**src/rtl/world_to_screen_projection_macros.svh**
```systemverilog
// Assertion macros shared by the projection block.
`ifndef WORLD_TO_SCREEN_PROJECTION_MACROS_SVH
`define WORLD_TO_SCREEN_PROJECTION_MACROS_SVH

`ifndef SYNTHESIS
// Property checked at every clock edge outside reset.
`define WSP_ASSERT(label, clk, rst, prop, msg) \
  label: assert property (@(posedge clk) disable iff (rst) prop) else $error(msg);
// Antecedent in one cycle implies consequent in the next.
`define WSP_ASSERT_NEXT(label, clk, rst, ante, cons, msg) \
  label: assert property (@(posedge clk) disable iff (rst) (ante) |=> (cons)) else $error(msg);
`else
`define WSP_ASSERT(label, clk, rst, prop, msg)
`define WSP_ASSERT_NEXT(label, clk, rst, ante, cons, msg)
`endif

`endif

```
**src/rtl/wsp_pkg.sv**
```systemverilog
package wsp_pkg;

  // Fixed-point format and field widths.
  localparam int FRAC_BITS = 16;
  localparam int COEF_W    = 32;
  localparam int NUM_COEF  = 32;
  localparam int IDX_W     = 5;
  localparam int MAT_SIZE  = 16;
  localparam int VIEW_BASE = 0;
  localparam int PROJ_BASE = 16;
  localparam int PROD_W    = 2 * COEF_W;
  localparam int DIV_W     = COEF_W + FRAC_BITS;
  localparam int VP_W      = 14;
  localparam int MAP_W     = COEF_W + 1 + VP_W + 1;

  // Configuration register indexes and reset values.
  localparam int CFG_IDX_W = 1;
  localparam logic [CFG_IDX_W-1:0] CFG_VP_WIDTH  = 1'd0;
  localparam logic [CFG_IDX_W-1:0] CFG_VP_HEIGHT = 1'd1;
  localparam logic [VP_W-1:0] VP_WIDTH_RST  = 14'd1920;
  localparam logic [VP_W-1:0] VP_HEIGHT_RST = 14'd1080;

  // The value 1.0 in the fixed-point format, one bit wider than a coefficient.
  localparam logic signed [COEF_W:0] ONE = (COEF_W + 1)'(64'd1 << FRAC_BITS);

  // Queue and in-flight accounting.
  localparam int QUEUE_DEPTH  = 4;
  localparam int Q_PTR_W      = $clog2(QUEUE_DEPTH);
  localparam int Q_CNT_W      = $clog2(QUEUE_DEPTH + 1);
  localparam int PIPE_DEPTH   = 2 + 2 + DIV_W + 3;
  localparam int INFLIGHT_MAX = QUEUE_DEPTH + PIPE_DEPTH;
  localparam int CNT_W        = $clog2(INFLIGHT_MAX + 1);

  typedef enum logic {
    REQ_LOAD  = 1'b0,
    REQ_POINT = 1'b1
  } req_type_t;

  typedef enum logic [1:0] {
    ST_VISIBLE   = 2'd0,
    ST_BEHIND    = 2'd1,
    ST_OFFSCREEN = 2'd2
  } status_t;

  typedef logic signed [COEF_W-1:0] fix_t;

  typedef struct packed {
    fix_t x;
    fix_t y;
    fix_t z;
  } point_t;

  typedef struct packed {
    logic    valid;
    status_t status;
  } tag_t;

  typedef struct packed {
    logic push;
    logic load;
  } front_evt_t;

  // Saturate a wide sum to the coefficient range.
  function automatic fix_t sat_fix(input logic signed [PROD_W-1:0] v);
    logic signed [PROD_W-1:0] hi;
    logic signed [PROD_W-1:0] lo;
    begin
      hi = PROD_W'(fix_t'({1'b0, {(COEF_W-1){1'b1}}}));
      lo = PROD_W'(fix_t'({1'b1, {(COEF_W-1){1'b0}}}));
      if (v > hi) begin
        return fix_t'(hi);
      end else if (v < lo) begin
        return fix_t'(lo);
      end
      return fix_t'(v);
    end
  endfunction

  // Magnitude of a signed value as an unsigned word.
  function automatic logic [COEF_W-1:0] abs_mag(input fix_t v);
    begin
      return v[COEF_W-1] ? COEF_W'(-v) : COEF_W'(v);
    end
  endfunction

endpackage

```
**src/rtl/wsp_channels.sv**
```systemverilog
// Request channel: coefficient loads and points.
interface wsp_req_if;
  logic                       valid;
  logic                       ready;
  logic                       req_type;
  logic [wsp_pkg::IDX_W-1:0]  coef_index;
  wsp_pkg::fix_t              coef_value;
  wsp_pkg::fix_t              point_x;
  wsp_pkg::fix_t              point_y;
  wsp_pkg::fix_t              point_z;

  modport source (output valid, req_type, coef_index, coef_value, point_x, point_y, point_z,
                  input ready);
  modport sink (input valid, req_type, coef_index, coef_value, point_x, point_y, point_z,
                output ready);
endinterface


```
**src/rtl/wsp_front.sv**
```systemverilog
module wsp_front (
  input  logic                clk,
  input  logic                rst,
  wsp_req_if.sink             req,
  input  logic                queue_full,
  input  logic                back_idle,
  output wsp_pkg::point_t     push_point,
  output wsp_pkg::front_evt_t evt,
  output wsp_pkg::fix_t       coef [wsp_pkg::NUM_COEF]
);

  logic                      hold_valid;
  logic                      hold_type;
  logic [wsp_pkg::IDX_W-1:0] hold_index;
  wsp_pkg::fix_t             hold_value;
  wsp_pkg::point_t           hold_point;
  logic                      hold_go;

  // A point leaves when the queue has room; a load waits until no point is in flight.
  always_comb begin
    if (hold_type == wsp_pkg::REQ_POINT) begin
      hold_go = hold_valid && !queue_full;
    end else begin
      hold_go = hold_valid && back_idle;
    end
    req.ready  = !hold_valid || hold_go;
    evt.push   = hold_go && (hold_type == wsp_pkg::REQ_POINT);
    evt.load   = hold_go && (hold_type == wsp_pkg::REQ_LOAD);
    push_point = hold_point;
  end

  // Holding register for the item taken in the last transfer.
  always_ff @(posedge clk) begin
    if (rst) begin
      hold_valid <= 1'b0;
    end else if (req.ready) begin
      hold_valid <= req.valid;
    end
  end

  always_ff @(posedge clk) begin
    if (req.valid && req.ready) begin
      hold_type    <= req.req_type;
      hold_index   <= req.coef_index;
      hold_value   <= req.coef_value;
      hold_point.x <= req.point_x;
      hold_point.y <= req.point_y;
      hold_point.z <= req.point_z;
    end
  end

  // Coefficient store for both matrices.
  always_ff @(posedge clk) begin
    if (evt.load) begin
      coef[hold_index] <= hold_value;
    end
  end

endmodule

```
**src/flat_wrapper.sv**
```systemverilog
// flat-port wrapper written by rule: the top's interface ports become plain ports
module wsp_front_flat 
  (clk, rst, queue_full, back_idle, push_point, evt, coef, req_valid, req_req_type, req_coef_index, req_coef_value, req_point_x, req_point_y, req_point_z, req_ready);
  wsp_req_if req_i ();
  input  logic clk;
  input  logic rst;
  input  logic queue_full;
  input  logic back_idle;
  output wsp_pkg::point_t push_point;
  output wsp_pkg::front_evt_t evt;
  output wsp_pkg::fix_t coef[wsp_pkg::NUM_COEF];
  input wire logic [$bits(req_i.valid)-1:0] req_valid;
  input wire logic [$bits(req_i.req_type)-1:0] req_req_type;
  input wire logic [$bits(req_i.coef_index)-1:0] req_coef_index;
  input wire logic [$bits(req_i.coef_value)-1:0] req_coef_value;
  input wire logic [$bits(req_i.point_x)-1:0] req_point_x;
  input wire logic [$bits(req_i.point_y)-1:0] req_point_y;
  input wire logic [$bits(req_i.point_z)-1:0] req_point_z;
  output wire logic [$bits(req_i.ready)-1:0] req_ready;
  assign req_i.valid = req_valid;
  assign req_i.req_type = req_req_type;
  assign req_i.coef_index = req_coef_index;
  assign req_i.coef_value = req_coef_value;
  assign req_i.point_x = req_point_x;
  assign req_i.point_y = req_point_y;
  assign req_i.point_z = req_point_z;
  assign req_ready = req_i.ready;
  wsp_front u_core (.clk(clk), .rst(rst), .req(req_i), .queue_full(queue_full), .back_idle(back_idle), .push_point(push_point), .evt(evt), .coef(coef));
endmodule
```
**config.mk**
```make
export PLATFORM = sky130hd
export DESIGN_NAME = wsp_front_flat
export DESIGN_NICKNAME = d
export VERILOG_FILES = /design/src/rtl/world_to_screen_projection_macros.svh /design/src/rtl/wsp_pkg.sv /design/src/rtl/wsp_channels.sv /design/src/rtl/wsp_front.sv /design/src/flat_wrapper.sv
export SDC_FILE = /design/constraint.sdc
export NUM_CORES = 1
export LEC_CHECK = 0
export CAP_MARGIN = 20
export CORE_AREA = 2 2 494 496
export DETAILED_ROUTE_END_ITERATION = 8
export DIE_AREA = 0 0 496 498
export DONT_BUFFER_PORTS = 1
export PLACE_DENSITY = 0.3
export SKIP_CTS_REPAIR_TIMING = 1
export SYNTH_ARGS = -nofsm -noshare
export SYNTH_HDL_FRONTEND = slang
export SYNTH_SLANG_ARGS = --single-unit
export TNS_END_PERCENT = 20
```
**constraint.sdc**
```tcl
create_clock -name clk -period 14 [get_ports clk]
set_clock_uncertainty 0.05 [all_clocks]
set_input_delay 2.1 -clock clk [delete_from_list [all_inputs] [get_ports clk]]
set_output_delay 2.1 -clock clk [all_outputs]
set_load 0.005 [all_outputs]
```
==> results.txt <==
----------------------------------------------------
[Outcome]
  Run status ... finished clean

[Global routing]
  First-pass GRT wire length ... 195 mm
  Maximum number of pins on one net before global-route repair ... 61
  Gr ovfl total ... 0
  Initial antenna violation count ... 79
  Via count of the first global-routing pass ... 15,300
  All-Layer GR Usage ... around an eighth

[Placed design]
  Count of input and output buffers ... 0
  Final weighted congestion in routability-driven placement ... between 0.7 and 0.8
  Post-placement setup slack ... 8900 ps
  Hpwl dp ... 103 mm
  Placed Cells ... roughly 4,500

[Setup path]
  CP max stage cell ... sky130_fd_sc_hd__nand3_1
  Crit Reg-Reg Endpoint ... u_core.coef[163]
  Maximum single-stage delay on the critical path ... 400 ps
  Critical Path Sink Type ... primary output
  Crit-path max FO ... 4
  Total buffers and inverters traversed by the critical path ... 0
  CP Cell Sequence ... nand2b_1 -> nand3_1
  Number of cells on the worst reg-to-reg path ... 5
  Kind of cell with the highest combined delay on the critical path ... simple AND/OR/NAND/NOR gates
  Worst endpoint data arrival time ... 2860 ps
  Data required time of the worst path ... 11,850 ps
  Category of the most critical setup path ... input port to primary output
  Critical path launch point type ... input port
  Start of the worst register-to-register path ... u_core.hold_index[2]
  Reg2reg setup slack ... 11,080 ps

[STA]
  Final count of hold timing violations ... 0
  Endpoints failing setup ... 0
  Unrepaired setup endpoints after global routing ... no
  Pins over their slew limit ... 0
  PnR worst setup slack ... 8990 ps
  Total Neg Setup Slack ... 0 ps
  Worst hold slack after final layout ... 422 ps
  Max-slew headroom at the worst pin ... 25.6%
  Portion of the clock cycle consumed by the worst path in the final layout ... 35.8%
  Pin slew with the least headroom to its limit ... 1120 ps
  Min Clock Period, post-route ... ~5000 ps
  Highest attainable clock frequency ... between 0.15 and 0.2 GHz

[Cells and area]
  Most common library cell in the layout ignoring fill and taps ... sky130_fd_sc_hd__edfxtp_1
  Share of cells above drive strength 1 ... 20.9%
  Count of filler cells inserted in the layout ... 25,600
  Core Util, Final ... 18.4%
  Layout Area Growth over Synthesis ... 26.4%
  Most frequent cells in the layout ... sky130_fd_sc_hd__edfxtp_1, sky130_fd_sc_hd__clkbuf_16, sky130_fd_sc_hd__buf_4
  Layout net count ... 1,568
  Number of standard cells in the final layout excluding fillers ... 4,764

[Clock network]
  Number of sinks handled by clock tree synthesis ... 1,159
  Num CTS Buffers ... around 130
  Insertion delay to the later sink of the worst-skew pair ... 780 ps
  CTS root buffer ... sky130_fd_sc_hd__clkbuf_16
  Max Buffers Root-to-Sink ... 3
  Number of H-tree levels ... 4
  Clock-pin transition on the worst setup and hold timing paths ... 70 ps
  Clock tree from TritonCTS ... built

[Floorplanning]
  Area of the core ... 242,000 sq um
  Effective utilization at floorplan ... roughly 15%
  Top Ports ... 1,262
  Die Width ... 496 um
  Total Die Area ... 247,000 sq um
  Row cnt ... 181
  Die height ... 498 um

[Yosys]
  Ys Warns ... 0
  Average cell area after synthesis ... 28.8 sq um
  Sequential-to-total area share from yosys stat ... 98.9%
  Flops & latches, synth ... 1,159
  Instance count of the mapped netlist ... roughly 1,200
  Area of the mapped netlist ... ~35,000 sq um
  Number of nets in the synthesized netlist ... 1,360
  Number of distinct library cells after synthesis ... 20

[Min path]
  Hold crit path type ... flop to flop
  Worst Hold End ... u_core.coef[978]
  Hold Path Depth ... 0
  Min-Delay Startpoint ... u_core.hold_value[18]

[Drt]
  Vias after detailed routing ... around 15,000
  Vias per Instance ... 3.19
  Antenna-violating nets left ... 0
  Number of search-and-repair iterations in the first detailed-routing pass ... 5
  Number of DRC violations after detailed-routing iteration 0 ... around 1,900
  Number of remaining DRC errors ... 0
  Total wire length ... 161 mm
  Average wire per cell in the routed design ... ~34 um

[Power]
  Pleak ... 13.2 nW
  Total power per unit cell area ... 171 nW/um^2
  Maximum vdd ir drop ... between 90 and 100 uV

[Flow run]
  Max-cap violations ... 0

----------------------------------------------------
==> Yosys cell counts (all sizes together) <==
cell type	n	area share, %
nor4	8	0.16
buf	8	0.15
nand2b	6	0.11
clkbuf	2	0.021
nor2	2	0.021
a31oi	1	0.018
nand4b	1	0.043
inv	3	0.032
nand4bb	1	0.032
nand3	1	0.014
edfxtp	1158	99
a32o	1	0.028
nor3	24	0.46
dfxtp	1	0.057
or2	1	0.018
nor2b	1	0.018
nand2	2	0.021
==> state kept, by name, summed over array words and instances (netlist names) <==
name / cells
u_core.hold_index: 5
u_core.hold_value: 32
u_core.push_point: 96
u_core.hold_type: 1
u_core.hold_valid: 1
u_core.coef: 1024
==> layer usage <==
metal,routed length [um],up-vias,global-route usage [%]
li1,-,5482,-
met2,79500,1438,21.5
met3,20100,281,5.88
met1,57200,7969,13.6
met4,4320,10,3.41
met5,53,-,0
==> where the power goes <==
part	internal, mW	switching, mW	total (mW)
combinational	0.0138	0.179	0.193
sequential	3.87	0.0311	3.90
clock	2.03	1.49	3.51
==> cell families (layout without fill, tap and decap cells) <==
logic type	Yosys count	count (layout)	share of synthesized area, %
DFF	1159	1159	98.9
and+or+nand+nor	47	47	0.889
buffers and inverters	13	324	0.203
AOI/OAI and AO/OA	2	2	0.0462
other	0	30	0
==> worst max-delay path by stage <==
stage | cells past startpoint | start | to
final | 2 | queue_full | req_ready
after global routing | 2 | queue_full | req_ready
after floorplan | 2 | queue_full | u_core.hold_index[0]
after CTS | 2 | queue_full | req_ready
after global placement | 2 | queue_full | req_ready
after detailed placement | 2 | queue_full | req_ready
==> through the flow <==
stage	cell area [sq um]	power [mW]
2_1_floorplan	35200	4.00
3_3_place_gp	40000	4.18
3_5_place_dp	40000	4.18
4_1_cts	44400	7.74
5_1_grt	44400	7.87
6_report	44500	7.60
==> layout make-up <==
type                    instances  area, sq um  area share, %
flip-flops and latches       1159        34800           78.2
well taps                    3202         4010           9.01
clock buffers                 150         3460           7.77
clock inverters                87          955           2.15
repair buffers                 84          651           1.46
multi-input cells              49          532           1.20
diodes                         30         75.1          0.169
inverters                       3         11.3         0.0253
Power figures use the tool's default switching activity.
