<file path="src/rtl/world_to_screen_projection_macros.svh">
// Assertion macros shared by the projection block.
`ifndef WORLD_TO_SCREEN_PROJECTION_MACROS_SVH
`define WORLD_TO_SCREEN_PROJECTION_MACROS_SVH

`ifndef SYNTHESIS
// Property checked at every clock edge outside reset.
`define WSP_ASSERT(label, clk, rst, prop, msg) \
  label: assert property (@(posedge clk) disable iff (rst) prop) else $error(msg);
// Antecedent in one cycle implies consequent in the next.
`define WSP_ASSERT_NEXT(label, clk, rst, ante, cons, msg) \
  label: assert property (@(posedge clk) disable iff (rst) (ante) |=> (cons)) else $error(msg);
`else
`define WSP_ASSERT(label, clk, rst, prop, msg)
`define WSP_ASSERT_NEXT(label, clk, rst, ante, cons, msg)
`endif

`endif

</file>
<file path="src/rtl/wsp_pkg.sv">
package wsp_pkg;

  // Fixed-point format and field widths.
  localparam int FRAC_BITS = 16;
  localparam int COEF_W    = 32;
  localparam int NUM_COEF  = 32;
  localparam int IDX_W     = 5;
  localparam int MAT_SIZE  = 16;
  localparam int VIEW_BASE = 0;
  localparam int PROJ_BASE = 16;
  localparam int PROD_W    = 2 * COEF_W;
  localparam int DIV_W     = COEF_W + FRAC_BITS;
  localparam int VP_W      = 14;
  localparam int MAP_W     = COEF_W + 1 + VP_W + 1;

  // Configuration register indexes and reset values.
  localparam int CFG_IDX_W = 1;
  localparam logic [CFG_IDX_W-1:0] CFG_VP_WIDTH  = 1'd0;
  localparam logic [CFG_IDX_W-1:0] CFG_VP_HEIGHT = 1'd1;
  localparam logic [VP_W-1:0] VP_WIDTH_RST  = 14'd1920;
  localparam logic [VP_W-1:0] VP_HEIGHT_RST = 14'd1080;

  // The value 1.0 in the fixed-point format, one bit wider than a coefficient.
  localparam logic signed [COEF_W:0] ONE = (COEF_W + 1)'(64'd1 << FRAC_BITS);

  // Queue and in-flight accounting.
  localparam int QUEUE_DEPTH  = 4;
  localparam int Q_PTR_W      = $clog2(QUEUE_DEPTH);
  localparam int Q_CNT_W      = $clog2(QUEUE_DEPTH + 1);
  localparam int PIPE_DEPTH   = 2 + 2 + DIV_W + 3;
  localparam int INFLIGHT_MAX = QUEUE_DEPTH + PIPE_DEPTH;
  localparam int CNT_W        = $clog2(INFLIGHT_MAX + 1);

  typedef enum logic {
    REQ_LOAD  = 1'b0,
    REQ_POINT = 1'b1
  } req_type_t;

  typedef enum logic [1:0] {
    ST_VISIBLE   = 2'd0,
    ST_BEHIND    = 2'd1,
    ST_OFFSCREEN = 2'd2
  } status_t;

  typedef logic signed [COEF_W-1:0] fix_t;

  typedef struct packed {
    fix_t x;
    fix_t y;
    fix_t z;
  } point_t;

  typedef struct packed {
    logic    valid;
    status_t status;
  } tag_t;

  typedef struct packed {
    logic push;
    logic load;
  } front_evt_t;

  // Saturate a wide sum to the coefficient range.
  function automatic fix_t sat_fix(input logic signed [PROD_W-1:0] v);
    logic signed [PROD_W-1:0] hi;
    logic signed [PROD_W-1:0] lo;
    begin
      hi = PROD_W'(fix_t'({1'b0, {(COEF_W-1){1'b1}}}));
      lo = PROD_W'(fix_t'({1'b1, {(COEF_W-1){1'b0}}}));
      if (v > hi) begin
        return fix_t'(hi);
      end else if (v < lo) begin
        return fix_t'(lo);
      end
      return fix_t'(v);
    end
  endfunction

  // Magnitude of a signed value as an unsigned word.
  function automatic logic [COEF_W-1:0] abs_mag(input fix_t v);
    begin
      return v[COEF_W-1] ? COEF_W'(-v) : COEF_W'(v);
    end
  endfunction

endpackage

</file>
<file path="src/rtl/wsp_queue.sv">
module wsp_queue (
  input  logic            clk,
  input  logic            rst,
  input  logic            push,
  input  wsp_pkg::point_t din,
  input  logic            pop,
  output wsp_pkg::point_t dout,
  output logic            full,
  output logic            empty
);

  wsp_pkg::point_t              slots [wsp_pkg::QUEUE_DEPTH];
  logic [wsp_pkg::Q_PTR_W-1:0]  wr_ptr;
  logic [wsp_pkg::Q_PTR_W-1:0]  rd_ptr;
  logic [wsp_pkg::Q_CNT_W-1:0]  fill;

  assign full  = (fill == wsp_pkg::Q_CNT_W'(wsp_pkg::QUEUE_DEPTH));
  assign empty = (fill == '0);
  assign dout  = slots[rd_ptr];

  // Pointers and fill level.
  always_ff @(posedge clk) begin
    if (rst) begin
      wr_ptr <= '0;
      rd_ptr <= '0;
      fill   <= '0;
    end else begin
      if (push) begin
        wr_ptr <= wr_ptr + 1'b1;
      end
      if (pop) begin
        rd_ptr <= rd_ptr + 1'b1;
      end
      fill <= fill + wsp_pkg::Q_CNT_W'(push) - wsp_pkg::Q_CNT_W'(pop);
    end
  end

  always_ff @(posedge clk) begin
    if (push) begin
      slots[wr_ptr] <= din;
    end
  end

endmodule

</file>
<file path="config.mk">
export PLATFORM = sky130hd
export DESIGN_NAME = wsp_queue
export DESIGN_NICKNAME = d
export VERILOG_FILES = /design/src/rtl/world_to_screen_projection_macros.svh /design/src/rtl/wsp_pkg.sv /design/src/rtl/wsp_queue.sv
export SDC_FILE = /design/constraint.sdc
export NUM_CORES = 1
export LEC_CHECK = 0
export ABC_AREA = 1
export CAP_MARGIN = 10
export CORE_UTILIZATION = 40
export CTS_CLUSTER_DIAMETER = 120
export DETAILED_ROUTE_END_ITERATION = 7
export DONT_BUFFER_PORTS = 1
export PLACE_DENSITY = 0.52
export SYNTH_ARGS = -nofsm -noshare
export SYNTH_HDL_FRONTEND = slang
export SYNTH_SLANG_ARGS = --single-unit
</file>
<file path="constraint.sdc">
create_clock -name clk -period 4 [get_ports clk]
set_input_delay 0.2 -clock clk [delete_from_list [all_inputs] [get_ports clk]]
set_output_delay 0.2 -clock clk [all_outputs]
set_load 0.02 [all_outputs]
</file>
==> flow_summary_export.csv, run 1 <==
group,metric,value,unit
outcome,status,"finished, final reports clean",
synth,yosysSeqAreaShare,73.46,%
die,fp-row-count,72,
worst_setup_path,r2r-start,"wr_ptr[0]$_SDFFE_PP0P_",
final_layout,ff_latch_area,0.01172,mm2
die,start_util,40.87,%
sta,finalMaxSlewViolations,0,
synth,avgSynthCellArea,13.56,um2
routing,wl,31030,um
sta,finalSetupViolations,0,
clock_tree,clockBufferDepth,3,
power,ir_drop,0.3361,mV
clock_tree,post_cts_buffers,0,
grt,grt_pass1_wl,48710,um
worst_setup_path,endpoint_kind,"output pin",
synth,synth_top_cell_area_share,72.33,%
synth,ys_types,20,
clock_tree,clkLatencyLatePin,550,ps
placement,dp_hpwl,17150,um
die,die_area,0.04066,mm2
final_layout,layout.nets,1375,
synth,ys_seq_elements,393,
placement,dpl_cell_area,0.01625,mm2
clock_tree,clk_pin_slew_worst_paths,60,ps
sta,fmax,385.4,MHz
clock_tree,cts_buffers,43,
synth,synth_nets,1283,
final_layout,multiInputGateArea,0.002903,mm2
die,dieHeight,201.6,um
worst_setup_path,critical_path_class,"reg -> out",
routing,first_pass_iters,4,
final_layout,final_cell_mix,"edfxtp_1, inv_1, nand2_1, dlygate4sd3_1, o211ai_1",
synth,synth.area.top_cells,"edfxtp_1, inv_1, nand2_1, o211ai_1, a21oi_2",
clock_tree,cts_tree,"done",
synth,netlist_instances,1176,
routing,drc,0,
placement,gp_congestion,0.7241,
worst_hold_path,min_path_type,"in -> reg",
worst_setup_path,slowest_stage,"dfxtp_4",
final_layout,nFillCells,3421,
job,cap_violations,0,
worst_setup_path,slowest_delay,860,ps
routing,vias_per_cell,4.731,
die,ios,198,
routing,postRouteAntennaNets,0,
worst_setup_path,crit_buf_inv,1,
synth,synth_area_leader_cell,"edfxtp_1",
worst_hold_path,min_from,"push",
die,placeableCoreArea,0.03901,mm2
clock_tree,clock_sinks,393,
die,die_x,201.6,um
sta,slew_headroom,42.63,%
final_layout,drive_gt1_share,11.48,%
worst_setup_path,cpMostUsedCell,"nand2_1",
final_layout,area_growth,16.17,%
synth,syn_area,0.01594,mm2
power,fin_total_pwr,9.295,mW
sta,worst_pin_slew,860.6,ps
sta,setup_tns,0,ps
clock_tree,cts_root_buf,"clkbuf_16",
worst_setup_path,cp.required,3800,ps
final_layout,final_common_cell,"edfxtp_1",
placement,port_buffers,0,
routing,drt_iter0_drc,515,
grt,first_global_vias,8588,
clock_tree,cts_resized,0,
final_layout,finish.utilization,47.48,%
grt,grtUsageTotal,15.56,%
final_layout,fin_area,0.01852,mm2
sta,fin_crit,2595,ps
sta,finalCritPeriodShare,64.87,%
worst_setup_path,crit_chain,"buf_12 -> nand2_1 -> o211ai_1 -> nand2_1",
sta,hold_viol_final,0,
routing,wire_per_inst,17.07,um
synth,yosysWarnings,0,
power,leakagePower,6.728,nW
routing,dr_total_vias,8601,
sta,rsz0062_at_grt,"no",
sta,finClkSkew,13.96,ps
clock_tree,cts_max_level,2,
power,powerDensity,501.9,mW/mm2
worst_setup_path,path_delay_family,"flip-flops",
grt,grt_antenna_before_repair,3,
grt,grt_max_degree,110,
grt,grt_overflow,0,
worst_setup_path,cp_data_arrival_time,2390,ps
worst_setup_path,start_kind,"register",
worst_setup_path,worstPathMaxFanout,107,
[cells by family after synthesis]
logic type      Yosys count  synth area share, %
buf+inv                 272                8.335
flops                   393                73.46
fa+ha+maj                 7               0.5964
compound gates          298                12.75
simple gates            206                4.866
[Yosys cell counts]
cell      instances
o21ai_1          88
buf_4            16
dfxtp_1           9
buf_12            1
buf_6            15
fa_1              1
nor2_1            4
nand2_1         200
inv_1           208
o21ai_0          12
buf_8             8
edfxtp_1        384
ha_1              6
a21oi_2          80
nor3_1            1
o211ai_1         96
buf_2            23
nand3_1           1
a21oi_1          22
clkbuf_1          1
[through the flow]
stage                     hold slack (ps)  std cells  worst slack [ps]
final                               172.8       1818              1405
after detailed placement            275.6       1642              1877
after global placement              272.6       1642              1924
after CTS                           122.6       1816              1340
after global routing                170.2       1818              1139
after floorplan                     271.2       1176              1107
[state kept, by name, indices dropped and copies added (netlist names), named ones only]
| name | flops |
|---|---|
| fill | 3 |
| rd_ptr | 2 |
| slots | 384 |
| wr_ptr | 2 |
[path summary, 6_finish.rpt]
kind         cells past startpoint                endpoint  slack (ps)
max                              4                dout[51]        1410
min                              2   slots[1][0]$_DFFE_PP_         170
max reg2reg                      5  slots[2][92]$_DFFE_PP_        1960
min reg2reg                      2                register         470
[layout make-up]
cell class	instances	area share [%]
inverters	208	4.270
repair buffers	111	6.377
clock inverters	14	0.4729
multi-input cells	511	15.67
flip-flops and latches	393	63.27
well taps	518	3.500
diodes	2	0.02702
clock buffers	61	6.405
[routing by layer]
metal	global-route usage (%)	wire length (um)	share of wire, %
met5	0	13	0.042
met4	4.248	540	1.7
met3	4.357	1496	4.8
met2	25.68	15000	48
met1	20.09	13980	45
[what timing repair did]
action / CTS / global route
endpoints found under the hold margin: 393 / 0
hold buffers: 99 / 0
endpoints found under the setup margin: 0 / 0
[worst reg2reg max path: stages, from the launching register on]
cell and delay, ps:
dfxtp_1 320, inv_1 120, ha_1 170, nand2_1 80, inv_4 590, buf_4 430
[power by group]
group          total [mW]  switching [mW]  internal (mW)  leakage [nW]
Sequential           4.78          0.0681           4.71          3.60
Clock                3.62            1.50           2.12         0.616
Combinational       0.899           0.654          0.244          2.51
Power figures use the tool's default switching activity.
==> run 2: changes to the inputs <==
--- a/config.mk
+++ b/config.mk
@@ -11,7 +11,7 @@
 export CTS_CLUSTER_DIAMETER = 120
 export DETAILED_ROUTE_END_ITERATION = 7
 export DONT_BUFFER_PORTS = 1
-export PLACE_DENSITY = 0.52
+export PLACE_DENSITY = 0.54
 export SYNTH_ARGS = -nofsm -noshare
 export SYNTH_HDL_FRONTEND = slang
 export SYNTH_SLANG_ARGS = --single-unit
==> constraint.sdc (replaced) <==
create_clock -name clk -period 2.3 [get_ports clk]
set_input_delay 0.115 -clock clk [delete_from_list [all_inputs] [get_ports clk]]
set_output_delay 0.115 -clock clk [all_outputs]
set_load 0.02 [all_outputs]
==> run 2 against run 1 <==
Compared with the run above:
- non-clock buffer count increased by 12
- global-route usage shrank 0.30 points
- first-iteration DRC count shrank 26%
- combinational power rose by 81%
- power rose by 71%
- register-to-register slack got worse by 1300 ps
- sequential power up 73%
- sequential share of layout area shrank 0.37 points
- clock power increased by 65%
- largest power group unchanged
==> flow_summary_export.csv, run 2 (synthesis gave the netlist of run 1 again) <==
group,metric,value,unit
sta,finalSetupViolations,0,
worst_setup_path,cp.required,2180,ps
power,p_int,12.09,mW
sta,fin_ws,174.6,ps
worst_setup_path,ff2ff_setup_slack,650,ps
sta,hold_viol_final,0,
worst_setup_path,endpoint_kind,"output pin",
clock_tree,cts_max_level,2,
sta,worst_hold_slack,88.29,ps
die,placeableCoreArea,0.03901,mm2
sta,fin_crit,2125,ps
clock_tree,clkLatencyLatePin,540,ps
job,cap_violations,0,
clock_tree,clk_pin_slew_worst_paths,60,ps
final_layout,finish.utilization,47.77,%
die,dieHeight,201.6,um
final_layout,final_cell_mix,"edfxtp_1, inv_1, nand2_1, dlygate4sd3_1, o211ai_1",
sta,finalCritPeriodShare,92.41,%
worst_setup_path,crit_buf_inv,1,
die,die_area,0.04066,mm2
die,fp-row-count,72,
routing,dr_total_vias,8754,
placement,dp_hpwl,17240,um
worst_setup_path,critical_path_class,"reg -> out",
sta,setup_tns,0,ps
worst_setup_path,slowest_stage,"dfxtp_4",
final_layout,area_growth,16.88,%
clock_tree,clockBufferDepth,3,
routing,wire_per_inst,16.74,um
die,ios,198,
clock_tree,cts_resized,0,
worst_setup_path,path_delay_family,"flip-flops",
clock_tree,cts_buffers,41,
sta,finalMaxSlewViolations,0,
power,ir_drop,0.6045,mV
power,p_sw,3.783,mW
final_layout,ff_latch_area,0.01172,mm2
final_layout,drive_gt1_share,12.87,%
clock_tree,post_cts_buffers,0,
clock_tree,cts_root_buf,"clkbuf_16",
power,pwr-share-seq,52.2,%
clock_tree,clock_sinks,393,
final_layout,layout.nets,1385,
final_layout,top_regs,"slots x384, fill x3",
worst_setup_path,slowest_delay,630,ps
die,start_util,40.87,%
outcome,status,"finished, final reports clean",
power,powerDensity,852.1,mW/mm2
routing,vias_per_cell,4.797,
sta,rsz0062_at_grt,"no",
worst_setup_path,cp_data_arrival_time,2010,ps
worst_hold_path,min_from,"pop",
power,p_sw_share,23.83,%
routing,postRouteAntennaNets,0,
grt,grt_antenna_before_repair,2,
placement,gp_congestion,0.7057,
final_layout,final_common_cell,"edfxtp_1",
routing,wl,30550,um
final_layout,nFillCells,3386,
worst_hold_path,min_to,"fill[0]$_SDFF_PP0_",
worst_hold_path,min_path_type,"in -> reg",
sta,worst_pin_slew,646.5,ps
worst_setup_path,start_kind,"register",
grt,first_global_vias,8576,
worst_setup_path,crit_chain,"buf_4 -> nand2_1 -> o211ai_1 -> nand2_1",
placement,port_buffers,0,
worst_setup_path,r2r-end,"fill[2]$_SDFF_PP0_",
routing,drc,0,
die,die_x,201.6,um
clock_tree,cts_tree,"done",
power,pwr-share-clk,37.5,%
worst_setup_path,reg2reg_depth,7,
routing,drt_iter0_drc,382,
final_layout,fin_cells,1825,
placement,dpl.cell_count,1654,
final_layout,multiInputGateArea,0.002920,mm2
worst_setup_path,cpMostUsedCell,"nand2_1",
power,combinationalPowerShare,10.2,%
grt,grt_max_degree,73,
worst_hold_path,whs_path_depth,5,
grt,grt_overflow,0,
final_layout,largest_register_ffs,384,
power,leakagePower,6.745,nW
sta,slew_headroom,56.57,%
sta,finClkSkew,10.08,ps
worst_setup_path,crit_cells,4,
clock_tree,hold_buffers,99,
sta,fmax,470.5,MHz
worst_setup_path,worstPathMaxFanout,30,
worst_setup_path,r2r-start,"fill[0]$_SDFF_PP0_",
grt,grtUsageTotal,15.27,%
grt,grt_pass1_wl,47930,um
final_layout,regMostFlops,"slots",
routing,first_pass_iters,4,
placement,pre_cts_ws,677.2,ps
## run 2: changes by cell type in the layout (fill, tap and decap cells not counted), moves of 3 or more
cell / delta
ha_2: +3
nand2_2: +4
inv_4: -4
clkbuf_16: -4
ha_1: -3
clkinvlp_4: +3
buf_12: +7
nand2_1: -4
buf_4: +5
## run 2: cell type report
type | count | share of cell area, %
Timing Repair Buffer | 123 | 7.292
Sequential cell | 393 | 62.90
Inverter | 208 | 4.270
Multi-Input combinational cell | 511 | 15.67
Tap cell | 518 | 3.478
Antenna cell | 2 | 0.02686
Clock buffer | 57 | 5.936
Clock inverter | 13 | 0.4230
## run 2: worst max-delay path by stage
stage / start / to
final: register / dout[63]
after global routing: register / dout[63]
after CTS: register / dout[81]
after detailed placement: fill[0]$_SDFF_PP0_ / fill[2]$_SDFF_PP0_
after global placement: fill[0]$_SDFF_PP0_ / fill[2]$_SDFF_PP0_
after floorplan: wr_ptr[0]$_SDFFE_PP0P_ / slots[0][0]$_DFFE_PP_
## run 2: power by group through the flow
stage	combinational [mW]	sequential, mW	clock [mW]
after CTS	1.67	8.30	6.15
after global routing	1.79	8.32	6.40
final	1.63	8.29	5.96
after global placement	1.44	8.44	0
after detailed placement	1.46	8.45	0
after floorplan	1.21	8.42	0
## run 2: metrics by stage
step           total power, mW  area [um2]
2_1_floorplan            9.630       15980
3_3_place_gp             9.879       16450
3_5_place_dp             9.905       16450
4_1_cts                  16.12       18630
5_1_grt                  16.51       18630
6_report                 15.88       18630
## run 2: metal layers
| layer | vias up | track usage, % | wire (um) |
|---|---|---|---|
| li1 | 4296 | - | - |
| met1 | 4250 | 19.38 | 13410 |
| met2 | 155 | 25.49 | 14920 |
| met3 | 53 | 3.563 | 1507 |
| met4 | 0 | 5.547 | 718 |
| met5 | - | 0 | 0 |
## run 2: worst min-delay path, stage by stage
cell and delay, ps:
ha_1 200, inv_1 50, ha_1 110, inv_1 30, nor2_1 70
